--- config.mk ---
export PLATFORM = sky130hd
export DESIGN_NAME = tpcs_blend
export DESIGN_NICKNAME = d
export VERILOG_FILES = /design/src/rtl/tpcs_pkg.sv /design/src/rtl/tpcs_blend.sv
export SDC_FILE = /design/constraint.sdc
export NUM_CORES = 2
export LEC_CHECK = 0
export BUFFER_PORTS_ARGS = -buffer_cell sky130_fd_sc_hd__buf_2
export CORE_MARGIN = 2
export CORE_UTILIZATION = 35
export DETAILED_ROUTE_END_ITERATION = 16
export PLACE_DENSITY = 0.51
export RECOVER_POWER = 25
export SLEW_MARGIN = 20
export SYNTH_ARGS = -nofsm -noshare
export SYNTH_HDL_FRONTEND = slang
export SYNTH_SLANG_ARGS = --single-unit
--- constraint.sdc ---
create_clock -name clk -period 4.85 [get_ports clk]
set_input_delay 0.97 -clock clk [delete_from_list [all_inputs] [get_ports clk]]
set_output_delay 0.97 -clock clk [all_outputs]
set_load 0.03 [all_outputs]
--- src/rtl/tpcs_pkg.sv ---
package tpcs_pkg;

    // Fixed point of the vertex coordinates and size of the pixel grid
    localparam int COORD_FRAC_BITS = 4;
    localparam int CANVAS_DIM_BITS = 10;

    // Field widths
    localparam int VERT_W  = 14;
    localparam int COLOR_W = 24;
    localparam int PIXEL_W = 10;
    localparam int ADDR_W  = 32;
    localparam int PITCH_W = 16;
    localparam int CH_W    = 8;

    // Pixel bits in use and width of the pixel point in coordinate fixed point
    localparam int PIX_W = (CANVAS_DIM_BITS < PIXEL_W) ? CANVAS_DIM_BITS : PIXEL_W;
    localparam int P_W   = PIX_W + COORD_FRAC_BITS;
    localparam int C_W   = (VERT_W > P_W) ? VERT_W : P_W;

    // Difference, product, edge and edge-AB-to-P widths (signed)
    localparam int D_W = C_W + 1;
    localparam int M_W = 2 * D_W;
    localparam int E_W = M_W + 1;
    localparam int A_W = E_W + 2;

    // Area magnitude and divider remainder widths (unsigned)
    localparam int S_W = 2 * VERT_W + 1;
    localparam int R_W = S_W + 1;

    // Barycentric weights: WEIGHT_BITS fraction bits, one more for the value one
    localparam int WEIGHT_BITS = 16;
    localparam int W_W         = WEIGHT_BITS + 1;
    localparam logic [W_W-1:0] WEIGHT_ONE = W_W'(1) << WEIGHT_BITS;

    // Blend products and sums
    localparam int BP_W = CH_W + W_W;
    localparam int BS_W = BP_W + 2;

    // Configuration register indexes
    localparam int CFG_IDX_W = 2;
    localparam logic [CFG_IDX_W-1:0] REG_FRAME_BASE = CFG_IDX_W'(0);
    localparam logic [CFG_IDX_W-1:0] REG_ROW_PITCH  = CFG_IDX_W'(1);

    localparam logic [PITCH_W-1:0] ROW_PITCH_RESET = PITCH_W'(4096);

    // Stream data widths
    localparam int IN_DATA_W  = 176;
    localparam int OUT_DATA_W = 56;

    // Per-item data that rides along with the weight computation
    typedef struct packed {
        logic               hit;
        logic [ADDR_W-1:0]  addr;
        logic [COLOR_W-1:0] color_a;
        logic [COLOR_W-1:0] color_b;
        logic [COLOR_W-1:0] color_c;
    } side_t;

endpackage

--- src/rtl/tpcs_blend.sv ---
module tpcs_blend (
    input  logic                      clk,
    input  logic                      rst_n,
    input  logic                      en,
    input  logic                      in_valid,
    input  tpcs_pkg::side_t           in_side,
    input  logic [tpcs_pkg::W_W-1:0]  in_wa,
    input  logic [tpcs_pkg::W_W-1:0]  in_wb,
    output logic                      out_valid,
    output logic                      covered,
    output logic [tpcs_pkg::ADDR_W-1:0] write_address,
    output logic [tpcs_pkg::CH_W-1:0] blue,
    output logic [tpcs_pkg::CH_W-1:0] green,
    output logic [tpcs_pkg::CH_W-1:0] red
);
    import tpcs_pkg::*;

    logic [W_W-1:0]  wc;

    // Product stage: index is channel * 3 + vertex
    logic            v1_reg;
    logic            hit1_reg;
    logic [ADDR_W-1:0] addr1_reg;
    logic [BP_W-1:0] prod_reg [9];
    logic [BS_W-1:0] sum [3];

    assign wc = WEIGHT_ONE - in_wa - in_wb;

    // Sum the weighted channels
    always_comb
    begin
        for (int c = 0; c < 3; c++)
        begin
            sum[c] = BS_W'(prod_reg[3*c]) + BS_W'(prod_reg[3*c+1]) +
                     BS_W'(prod_reg[3*c+2]);
        end
    end

    // Hold valid bits
    always_ff @(posedge clk or negedge rst_n)
    begin
        if (!rst_n)
        begin
            v1_reg    <= 1'b0;
            out_valid <= 1'b0;
        end
        else if (en)
        begin
            v1_reg    <= in_valid;
            out_valid <= v1_reg;
        end
    end

    // Multiply channels by weights, then sum, truncate and zero the payload of uncovered pixels
    always_ff @(posedge clk)
    begin
        if (en)
        begin
            hit1_reg  <= in_side.hit;
            addr1_reg <= in_side.addr;
            for (int c = 0; c < 3; c++)
            begin
                prod_reg[3*c]   <= BP_W'(in_side.color_a[CH_W*c +: CH_W]) * BP_W'(in_wa);
                prod_reg[3*c+1] <= BP_W'(in_side.color_b[CH_W*c +: CH_W]) * BP_W'(in_wb);
                prod_reg[3*c+2] <= BP_W'(in_side.color_c[CH_W*c +: CH_W]) * BP_W'(wc);
            end

            covered <= hit1_reg;
            if (hit1_reg)
            begin
                write_address <= addr1_reg;
                blue          <= sum[0][WEIGHT_BITS +: CH_W];
                green         <= sum[1][WEIGHT_BITS +: CH_W];
                red           <= sum[2][WEIGHT_BITS +: CH_W];
            end
            else
            begin
                write_address <= '0;
                blue          <= '0;
                green         <= '0;
                red           <= '0;
            end
        end
    end

endmodule

### After elaboration in Yosys (flattened, before gate mapping)

Memory sizes are Yosys's and may differ from the RTL's.
Index checks and enable logic that the tools add are counted.

| storage, ports and cells | value |
|---|---|
| memories kept | 1 |
| bits in writable memories | 225 |
| word-level logic and storage cells | 29 |
| bits of input ports | 143 |
| output and inout bits | 58 |
| register bits after elaboration | 92 |

Memories:

| memory | words | bits a word | rd ports | clocked after memory_dff | write ports | RTL line | text |
|---|---|---|---|---|---|---|---|
| prod_reg | 9 | 25 | 9 | 0 | 9 | tpcs_blend.sv:24 | `logic [BP_W-1:0] prod_reg [9];` |

| operators by class | value |
|---|---|
| $mul | 9 |
| mux-type cells | 2 |
| add/subtract/negate cells | 8 |

Operators with widths:

| cell | number |
|---|---|
| 8-bit by 17-bit multiplier with 25-bit output | 9 |
| 24-bit adder | 6 |
| 17-bit subtractor | 1 |
| 17-bit subtractor (first input constant) | 1 |
| 1-bit two-way mux | 2 |

### Logic depth before layout (Yosys ltp)

| logic depth | value |
|---|---|
| depth after elaboration | 3 |
| gate-level depth with buffers | 31 |
| gate-level depth less buffers | 29 |

### Worst setup path before layout

Ideal clock, no wire load.

| timing path | value |
|---|---|
| path type | input to register |
| start point | input in_wa[3] in the netlist's numbering |
| end point | memory prod_reg[0][73] in the netlist's numbering, data pin |
| library setup time | 268 ps |
| setup slack | -2,663 ps |
| data required time | 4,582 ps |
| stages | 29 |
| path buffers | 2 |
| arrival time | 7,245 ps |
| cell sequence | clkbuf_1 -> inv_1 -> ha_1 -> ha_1 -> nor2b_1 -> o21ai_1 -> a21boi_1 -> o21a_1 -> or3_1 -> a31oi_1 -> xnor2_1 -> clkbuf_1 -> nand2_1 -> fa_1 -> inv_1 -> fa_1 -> fa_1 -> inv_1 -> fa_1 -> inv_1 -> ha_1 -> a21o_1 -> a21oi_1 -> o21ai_1 -> a21oi_1 -> o21ai_1 -> a211oi_1 -> nor3_1 -> xnor3_1 |

RTL lines:

| item | RTL line | text |
|---|---|---|
| from (decl) | tpcs_blend.sv:7 | `input logic [tpcs_pkg::W_W-1:0] in_wa,` |
| to (decl) | tpcs_blend.sv:24 |  |

==> impl_metrics.toml <==
[synthesis]
ys_top_cells_by_count = "fa_1, inv_1, and2_1"
synth.area.top_cells = "fa_1, edfxtp_1, ha_1"
yosys_warnings = 0
synth_cell_types = 73
synth_edf_count = 306
synth.avg_cell_area_um2 = 9.90
synth_top_cell_area_share = 0.345
synth_seq_cells = 308
synth_top_flop_cell = "edfxtp_1"
synth-async-reset-ratio = 0.00649
yosysMostFrequentCell = "fa_1"
synth_largest_area_cell = "fa_1"
netlist_area_um2 = 50400
synth_cells = 5091
synth_nets = 6586
synth_seq_area_share = 0.183

[die]
die_h_um = 383
initial_core_util = 0.352
boundaryPins = 201
rows = 139
die-area_um2 = 147000
coreArea_um2 = 143000
die-width_um = 383

[sta]
min_period_over_period = 1.40
fin_skew_ns = 0.0275
setup-violations-final = 120
hold_viol = 0
post-route-min-period_ns = 6.77
setup_ws_ns = -1.92
worst_pin_slew_ns = 3.02
hold_slack_ns = 0.163
maxSlewViolCount = 133
max-slew-margin-rel = -1.01
grt_setup_unrepaired = "true"
max_freq_mhz = 148

[worst_setup_path]
critPathMaxStageDelay_ns = 0.49
critPathRequiredTime_ns = 5.20
end_kind = "flop"
cp_max_fo = 7
arrival_ns = 7.11
worst-setup-path-type = "primary input to flop"
timing.critical_path.mode_cell = "fa_1"
path_buf_inv = 9
cp_top_family = "adder cells"
cp_slowest_cell = "fa_1"
start_kind = "primary input"

[finish]
multi_input_area_um2 = 39800
drive_gt1_frac = 0.261
final-seq-area_um2 = 9240
fill_cells = 13690
largest_register_ffs = 216
num-nets-final = 7487
utilization = 0.453
area_growth_pct = 28.7

[drt]
drt-pass1-iter-count = 5
via_count = 38265
drtIter0Drc = 1960
wire_per_inst_um = 19.2
drt-total-wl_um = 152000
avgViaCountPerCell = 4.82
ant_nets = 0
drc_errors = 0

[clocking]
cts_tree = "done"
holdBufCountCts = 0
clk-insertion-delay-late_ns = 0.61
clkSinkCount = 308
clk_pin_slew_ns = 0.06
cts-htree-levels = 2
cts_buffer_depth = 3
numCtsBuffers = 40
cts-root-buf = "clkbuf_16"

[place]
dp_hpwl_um = 120000
portBuffers = 200
place_ws_ns = -2.92
finalWeightedCongestion = 0.861

[global_routing]
grt_pass1_wl_um = 238000
overflow = 0
grt_pass1_vias = 40928
grtUsageMet2 = 0.368
busiest_layer = "met2"
groute.layer.met1.usage = 0.277
grt_antenna_before_repair = 16
grt_max_degree = 78
grt_use_total = 0.210
use_met3 = 0.0230

[run]
drv_cap = 2

[min_path]
hp-class = "primary input to asynchronous set/reset pin"

[run_status]
status = "finished, violations left"
violations = "max-capacitance violations, max-slew violations, negative setup slack"
[layout make-up]
type,count,area share
sequential,308,0.142
timing repair buffer,1068,0.138
tap,1903,0.0367
antenna,7,0.000270
clock inverter,23,0.00448
inverter,830,0.0483
multi-input combinational,3744,0.614
clock buffer,48,0.0159
[routing by layer]
metal  wire [um]  share of wire
met5          13       0.000085
met2       75400           0.50
met4        3920          0.026
met3        6100          0.040
met1       66800           0.44
[worst register-to-register path, delay by kind of cell, from the launching register on]
kind                       cells  cell delay (ns)
AOI/OAI and AO/OA              7             2.02
adders and majority gates      2             0.82
DFF                            1             0.50
and+or+nand+nor                1             0.19
xor gates and xnor gates       1             0.11
[worst paths after layout]
path	startpoint	end	slack, ns	cells after the start
worst max-delay path	in_wa[1]	prod_reg[0][72]	-1.92	34
worst min-delay path	rst_n	out_valid	0.16	1
worst max register to register	prod_reg[0][157]	red[7]	0.96	11
worst min register to register	out_valid	out_valid	0.51	1
max in group asynchronous	rst_n	v1_reg	4.56	1
min in group clk	out_valid	out_valid	0.51	1
[through the flow]
step,setup TNS [ns],area [um^2],std cells
detailed placement,-199.27,60000,7736
finish,-102.88,64900,7931
floorplan,-78.31,52100,5091
global placement,-193.34,60000,7736
CTS,-70.60,63700,7886
global route,-131.02,64800,7927
[cells in the final DEF (no fill, tap or decap), types with 16 or more instances in the layout]
cell type	count
fa_1	846
xor2_1	41
a21oi_2	56
o21a_1	44
o21ai_2	19
nand2_2	17
and2_0	22
nand2_1	589
o21ai_0	36
nor2_1	106
xnor2_1	149
xnor2_2	17
buf_2	178
nand2b_1	35
fa_2	22
ha_1	407
or3_1	16
and2_4	45
nand4_1	17
inv_2	41
nand3_1	30
inv_1	782
a21oi_1	72
edfxtp_1	306
o21ai_1	17
nor2b_1	40
buf_4	743
buf_6	58
and2_1	642
clkbuf_16	43
a21o_1	54
buf_12	56
and3_1	24
ha_4	64
nor3_1	38
[logic make-up after synthesis]
logic type      count (synthesis)  synth area share
flops                         308             0.183
mux                             2          0.000447
buf+inv                      1039            0.0774
xor+xnor                      220            0.0385
fa+ha+maj                    1352             0.465
compound gates                461            0.0602
simple gates                 1709             0.175
[what timing repair did]
action	in CTS	in global routing
hold endpoints to repair	0	0
gates cloned	14	4
gates resized for setup	299	191
pin swaps	148	156
endpoints found under the setup margin	117	115
buffers inserted	71	44
Power is not shown: default switching activity piles up to over one toggle a cycle in this logic, so the estimate is an artifact.
