$ cat config.mk
export PLATFORM = sky130hd
export DESIGN_NAME = tpcs_div
export DESIGN_NICKNAME = d
export VERILOG_FILES = /design/src/rtl/tpcs_pkg.sv /design/src/rtl/tpcs_div.sv
export SDC_FILE = /design/constraint.sdc
export NUM_CORES = 2
export LEC_CHECK = 0
export BUFFER_PORTS_ARGS = -buffer_cell sky130_fd_sc_hd__buf_2
export CELL_PAD_IN_SITES_DETAIL_PLACEMENT = 1
export CELL_PAD_IN_SITES_GLOBAL_PLACEMENT = 1
export CORE_ASPECT_RATIO = 0.75
export CORE_MARGIN = 3
export CORE_UTILIZATION = 40
export CTS_CLUSTER_DIAMETER = 100
export DETAILED_ROUTE_END_ITERATION = 8
export MAX_ROUTING_LAYER = met4
export PLACE_DENSITY_LB_ADDON = 0.1
export SETUP_SLACK_MARGIN = 0.1
export SKIP_CTS_REPAIR_TIMING = 1
export SLEW_MARGIN = 10
export SYNTH_ARGS = -nofsm -noshare
export SYNTH_HDL_FRONTEND = slang
export SYNTH_SLANG_ARGS = --single-unit
$ cat constraint.sdc
create_clock -name clk -period 7.9 [get_ports clk]
set_clock_uncertainty 0.15 [all_clocks]
set_input_delay 0.395 -clock clk [delete_from_list [all_inputs] [get_ports clk]]
set_output_delay 0.395 -clock clk [all_outputs]
set_load 0.005 [all_outputs]
$ cat src/rtl/tpcs_pkg.sv
package tpcs_pkg;

    // Fixed point of the vertex coordinates and size of the pixel grid
    localparam int COORD_FRAC_BITS = 4;
    localparam int CANVAS_DIM_BITS = 10;

    // Field widths
    localparam int VERT_W  = 14;
    localparam int COLOR_W = 24;
    localparam int PIXEL_W = 10;
    localparam int ADDR_W  = 32;
    localparam int PITCH_W = 16;
    localparam int CH_W    = 8;

    // Pixel bits in use and width of the pixel point in coordinate fixed point
    localparam int PIX_W = (CANVAS_DIM_BITS < PIXEL_W) ? CANVAS_DIM_BITS : PIXEL_W;
    localparam int P_W   = PIX_W + COORD_FRAC_BITS;
    localparam int C_W   = (VERT_W > P_W) ? VERT_W : P_W;

    // Difference, product, edge and edge-AB-to-P widths (signed)
    localparam int D_W = C_W + 1;
    localparam int M_W = 2 * D_W;
    localparam int E_W = M_W + 1;
    localparam int A_W = E_W + 2;

    // Area magnitude and divider remainder widths (unsigned)
    localparam int S_W = 2 * VERT_W + 1;
    localparam int R_W = S_W + 1;

    // Barycentric weights: WEIGHT_BITS fraction bits, one more for the value one
    localparam int WEIGHT_BITS = 16;
    localparam int W_W         = WEIGHT_BITS + 1;
    localparam logic [W_W-1:0] WEIGHT_ONE = W_W'(1) << WEIGHT_BITS;

    // Blend products and sums
    localparam int BP_W = CH_W + W_W;
    localparam int BS_W = BP_W + 2;

    // Configuration register indexes
    localparam int CFG_IDX_W = 2;
    localparam logic [CFG_IDX_W-1:0] REG_FRAME_BASE = CFG_IDX_W'(0);
    localparam logic [CFG_IDX_W-1:0] REG_ROW_PITCH  = CFG_IDX_W'(1);

    localparam logic [PITCH_W-1:0] ROW_PITCH_RESET = PITCH_W'(4096);

    // Stream data widths
    localparam int IN_DATA_W  = 176;
    localparam int OUT_DATA_W = 56;

    // Per-item data that rides along with the weight computation
    typedef struct packed {
        logic               hit;
        logic [ADDR_W-1:0]  addr;
        logic [COLOR_W-1:0] color_a;
        logic [COLOR_W-1:0] color_b;
        logic [COLOR_W-1:0] color_c;
    } side_t;

endpackage

$ cat src/rtl/tpcs_div.sv
module tpcs_div (
    input  logic                     clk,
    input  logic                     rst_n,
    input  logic                     en,
    input  logic                     in_valid,
    input  tpcs_pkg::side_t          in_side,
    input  logic [tpcs_pkg::S_W-1:0] in_area,
    input  logic [tpcs_pkg::S_W-1:0] in_ea,
    input  logic [tpcs_pkg::S_W-1:0] in_eb,
    output logic                     out_valid,
    output tpcs_pkg::side_t          out_side,
    output logic [tpcs_pkg::W_W-1:0] out_wa,
    output logic [tpcs_pkg::W_W-1:0] out_wb
);
    import tpcs_pkg::*;

    // One restoring compare-subtract: quotient bit on top, new remainder below
    function automatic logic [R_W:0] div_step(input logic [R_W-1:0] t,
                                              input logic [S_W-1:0] s);
        logic [R_W-1:0] se;
        se = {1'b0, s};
        if (t >= se)
            div_step = {1'b1, t - se};
        else
            div_step = {1'b0, t};
    endfunction

    // One stage per quotient bit, two lanes sharing the divisor
    logic               v_reg  [W_W];
    side_t              sd_reg [W_W];
    logic [S_W-1:0]     s_reg  [W_W];
    logic [R_W-1:0]     ra_reg [W_W];
    logic [R_W-1:0]     rb_reg [W_W];
    logic [W_W-1:0]     qa_reg [W_W];
    logic [W_W-1:0]     qb_reg [W_W];
    logic [R_W-1:0]     ra_next [W_W];
    logic [R_W-1:0]     rb_next [W_W];
    logic [W_W-1:0]     qa_next [W_W];
    logic [W_W-1:0]     qb_next [W_W];

    // Form each stage's trial remainder and quotient bit
    always_comb
    begin
        logic [R_W:0] sa;
        logic [R_W:0] sb;
        sa = div_step({1'b0, in_ea}, in_area);
        sb = div_step({1'b0, in_eb}, in_area);
        ra_next[0] = sa[R_W-1:0];
        rb_next[0] = sb[R_W-1:0];
        qa_next[0] = W_W'(sa[R_W]);
        qb_next[0] = W_W'(sb[R_W]);
        for (int k = 1; k < W_W; k++)
        begin
            sa = div_step({ra_reg[k-1][R_W-2:0], 1'b0}, s_reg[k-1]);
            sb = div_step({rb_reg[k-1][R_W-2:0], 1'b0}, s_reg[k-1]);
            ra_next[k] = sa[R_W-1:0];
            rb_next[k] = sb[R_W-1:0];
            qa_next[k] = {qa_reg[k-1][W_W-2:0], sa[R_W]};
            qb_next[k] = {qb_reg[k-1][W_W-2:0], sb[R_W]};
        end
    end

    // Hold valid bits
    always_ff @(posedge clk or negedge rst_n)
    begin
        if (!rst_n)
        begin
            for (int k = 0; k < W_W; k++)
                v_reg[k] <= 1'b0;
        end
        else if (en)
        begin
            v_reg[0] <= in_valid;
            for (int k = 1; k < W_W; k++)
                v_reg[k] <= v_reg[k-1];
        end
    end

    // Advance remainders, quotients and ride-along data
    always_ff @(posedge clk)
    begin
        if (en)
        begin
            sd_reg[0] <= in_side;
            s_reg[0]  <= in_area;
            for (int k = 1; k < W_W; k++)
            begin
                sd_reg[k] <= sd_reg[k-1];
                s_reg[k]  <= s_reg[k-1];
            end
            ra_reg <= ra_next;
            rb_reg <= rb_next;
            qa_reg <= qa_next;
            qb_reg <= qb_next;
        end
    end

    assign out_valid = v_reg[W_W-1];
    assign out_side  = sd_reg[W_W-1];
    assign out_wa    = qa_reg[W_W-1];
    assign out_wb    = qb_reg[W_W-1];

endmodule

### Yosys cells after proc, flatten, opt, wreduce, memory -nomap -nowiden

Memories as Yosys holds them, arrays and structs flattened.
Cells that the tools add are included.

| operators by class | value |
|---|---|
| shifts and indexed selects | 0 |
| muxes and demuxes | 36 |
| bitwise logic cells | 0 |
| reductions and logical operators | 0 |
| $mul | 0 |
| order comparisons | 34 |
| divide/modulo/power cells | 0 |
| add/sub/neg operators | 34 |
| equal/unequal tests | 0 |

Operators by type and width:

| kind | count |
|---|---|
| 2-to-1 mux 31 bit | 34 |
| greater-or-equal comparator 30 x 29 -> 1 bit | 32 |
| subtractor 30 x 29 -> 30 bit | 32 |
| subtractor 29 x 29 -> 30 bit | 2 |
| greater-or-equal comparator 29 bit | 2 |
| 2-to-1 mux 1 bit | 2 |

| word-level totals | value |
|---|---|
| memory bits (read-only) | 0 |
| output and inout bits | 140 |
| memories kept | 2 |
| word-level logic and storage cells | 219 |
| bits in writable memories | 2278 |
| bits in registers | 1251 |
| input port bits | 196 |
| bits in latches | 0 |

Memories:

| memory | words | bits a word | rd ports | clocked after Yosys merged registers in | write ports | RTL line | RTL |
|---|---|---|---|---|---|---|---|
| sd_reg | 17 | 105 | 17 | 0 | 17 | tpcs_div.sv:30 | `side_t sd_reg [W_W];` |
| s_reg | 17 | 29 | 16 | 0 | 17 | tpcs_div.sv:31 | `logic [S_W-1:0] s_reg [W_W];` |

### Logic depth before layout (Yosys ltp)

An unclocked memory read counts as a cell.

| depth | value |
|---|---|
| word-level depth | 3 |
| depth in mapped cells | 15 |
| mapped depth without buffers | 13 |

### Least setup slack after synthesis

Ideal clock, no wire load.

| path | value |
|---|---|
| kind | register to register |
| start point | register rb_reg[241] (netlist bit) |
| end point | register rb_reg[224] (netlist bit) (data pin) |
| data arrival time | 3.005 ns |
| required time | 7.490 ns |
| setup time | 0.260 ns |
| period minus slack after synthesis | 3.415 ns |
| path buffers | 2 |
| cell stages (with the launch flop) | 13 |
| slack | 4.485 ns |
| cells stage by stage | edfxtp_1 ha_1 nor2b_1 o31a_1 o311a_1 nor3_2 o31ai_2 a211o_1 a21oi_2 o21a_1 buf_4 buf_4 mux2_2 |

RTL lines:

| what | RTL line | RTL |
|---|---|---|
| start, declared | tpcs_div.sv:33 | `logic [R_W-1:0] rb_reg [W_W];` |
| start signal, assigned | tpcs_div.sv:92 | `rb_reg <= rb_next;` |

==> reports/results.tsv <==
metric	value	unit
period utilisation layout	0.6688	
Vias	101300	
RSZ-0062 raised after global routing	false	
synthesized area per cell	13.46	µm²
most common cell in the netlist	edfxtp_1	
DP Wirelength	355.8	mm
Worst setup startpoint	s_reg[0][232]	
Remaining DRCs	0	
Clk pwr share	0.230	
Die H	559.5	µm
sequential element share of the synthesized area	0.6427	
Worst Path Max Fanout	27	
pin count of the biggest net entering global routing	194	
syn_nets	13350	
CP most frequent cell	o21ai_0	
Flop pwr share	0.379	
gr usage total	0.2231	
global route overflow	0	
Crit Path Class	flop to flop	
Comb pwr share	0.390	
fin util	0.4612	
core footprint	405100	µm²
final setup violation count	0	
Initial Util	0.4033	
drt via density	5.412	
Die Span X	744.0	µm
CP max stage cell	a2111oi_0	
Sw Pwr	27.97	mW
Sw Share	0.3753	
Sum Neg Setup Slack	0	ps
Total Power	74.54	mW
CTS Sinks	3500	
vias in the first global route	101100	
total wire length	466.1	mm
layout cell share with drive strength beyond 1	0.1061	
worst path cell trace	fa_1 -> nor2b_1 -> o21ai_0 -> a21oi_1 -> o21ai_0 -> a2111oi_0 -> o21ai_0 -> nand3_1 -> a311o_2 -> buf_4 -> mux2_2	
R2R cell count	11	
Peak VDD IR	0.0001987	V
CP Buf/Inv Count	1	
Yosys top cell by area	edfxtp_1	
P&R area growth vs syn	14.35	%
r2r setup slk	2620	ps
Clk Tree Root Cell	clkbuf_16	
H-tree depth	5	
Synth Warn #	0	
top cells by count, synth	edfxtp_1, ha_1, a21oi_1	
Port Buffer Count	335	
Int Pwr	46.56	mW
DRT iter0 DRCs	9199	
P_leak	71.54	nW
TritonCTS clock tree	built	
reg2reg start	s_reg[0][232]	
Final nets	14200	
Setup crit end kind	flop	
worst slew pin tran	1351	ps
RePlAce Congestion	0.9371	
Clock Latency Late Sink	980	ps
Post-Syn Instances	12140	
Post-synth EDFFs	3483	
Power Density	398.9	nW/µm²
Fin. Hold Viols	0	
min cycle time layout	5284	ps
max FFs per register	1785	
library cells used by synthesis	96	
Critical Path Sink	ra_reg[217]	
I/O Pins	336	
Worst path depth	11	
FMAX	189.3	MHz
worst path arrival time	5830	ps
Fillers	40910	
post-route ant nets	0	
max-slew violations	0	
clock buffer depth	4	
die area	416300	µm²
iteration count of the initial detailed-routing pass	5	
first-pass GRT wire length	678.6	mm
most common flop cell mapped by yosys	edfxtp_1	
clk slew on worst S/H paths	60	ps
Crit path max-delay family	compound AO/OA/AOI/OAI gates	
Rel. slew slack	0.09072	
WL per Instance	24.90	µm
Post-synth ARST share	0.004857	
Max Cap Viol	0	
row count	202	
Hold Crit Class	input port to flop	
Synth Cell Area	163400	µm²
FF+latch count, synth	3500	
cts bufs inserted	354	
Synth area leaders	edfxtp_1, ha_1, a21oi_1	
initial antenna violation count	41	
FF-to-FF End	ra_reg[217]	
worst path required time	8440	ps
top cell type's share of synthesized area	0.6401	
nature of the critical path startpoint	flop	
Max stage delay on crit path	1100	ps
status	finished, final reports clean	
## power by group through the flow
| stage | logic (mW) | clock network [mW] | registers (mW) |
|---|---|---|---|
| final | 29.1 | 17.2 | 28.3 |
| after global routing | 31.9 | 18.5 | 28.5 |
| after CTS | 28.6 | 17.7 | 28.3 |
| after detailed placement | 28.4 | 0 | 28.6 |
| after global placement | 27.9 | 0 | 28.6 |
| after floorplan | 19.6 | 0 | 26.8 |
## cells by family (layout without fill, tap and decap cells)
kind of cell,after synthesis,count (layout),share of synthesized area
muxes,353,353,0.02419
adders and majority gates,1016,1016,0.07927
DFF,3500,3500,0.6427
xor gates and xnor gates,744,744,0.03988
and+or+nand+nor,2483,2483,0.07281
buffers and inverters,976,2119,0.02309
other,0,30,0
AOI/OAI and AO/OA,3067,3067,0.1181
## cell usage in the layout (no fill, tap or decap), drive strengths merged, types with 429 or more instances in the layout
cell | Yosys | final
nor2 | 627 | 627
ha | 984 | 984
a21o | 471 | 471
inv | 762 | 773
buf | 77 | 429
edfxtp | 3483 | 3483
o21ai | 785 | 785
a21oi | 901 | 901
xnor2 | 444 | 444
nand2 | 767 | 767
## routing by layer
metal / vias to the layer above / share of wire / global-route usage
met2: 2419 / 0.40 / 0.2948
met5: - / 0 / -
met4: 0 / 0.021 / 0.04528
met1: 50840 / 0.52 / 0.3583
li1: 47500 / - / -
met3: 534 / 0.059 / 0.03321
## worst min-delay path by stage
stage | startpoint | end | depth (start not counted)
final | in_side[29] | sd_reg[0][29] | 2
after CTS | rst_n | v_reg[7] | 1
after global routing | in_side[90] | sd_reg[0][90] | 2
after floorplan | rst_n | out_valid | 0
after global placement | rst_n | v_reg[16] | 1
after detailed placement | rst_n | v_reg[16] | 1
## stage by stage
step	area [µm²]	hold slack [ps]	setup slack, ps	std cells
final	186900	15.20	2616	18720
after global placement	172100	194.0	2647	17760
after global routing	186800	-7.524	2442	18710
after floorplan	163400	-50.59	4485	12140
after CTS	184000	-834.9	2846	18410
after detailed placement	172100	215.9	2873	17760
## cell type report
cell class	count	area, µm²	area share
clock inverter	229	2566	0.01373
tap	5406	6764	0.03620
antenna	30	75.07	0.0004018
inverter	762	2860	0.01531
multi-input combinational	7663	54850	0.2935
clock buffer	419	9271	0.04962
sequential	3500	105000	0.5620
timing repair buffer	709	5450	0.02917
(Power assumes the default switching activity.)
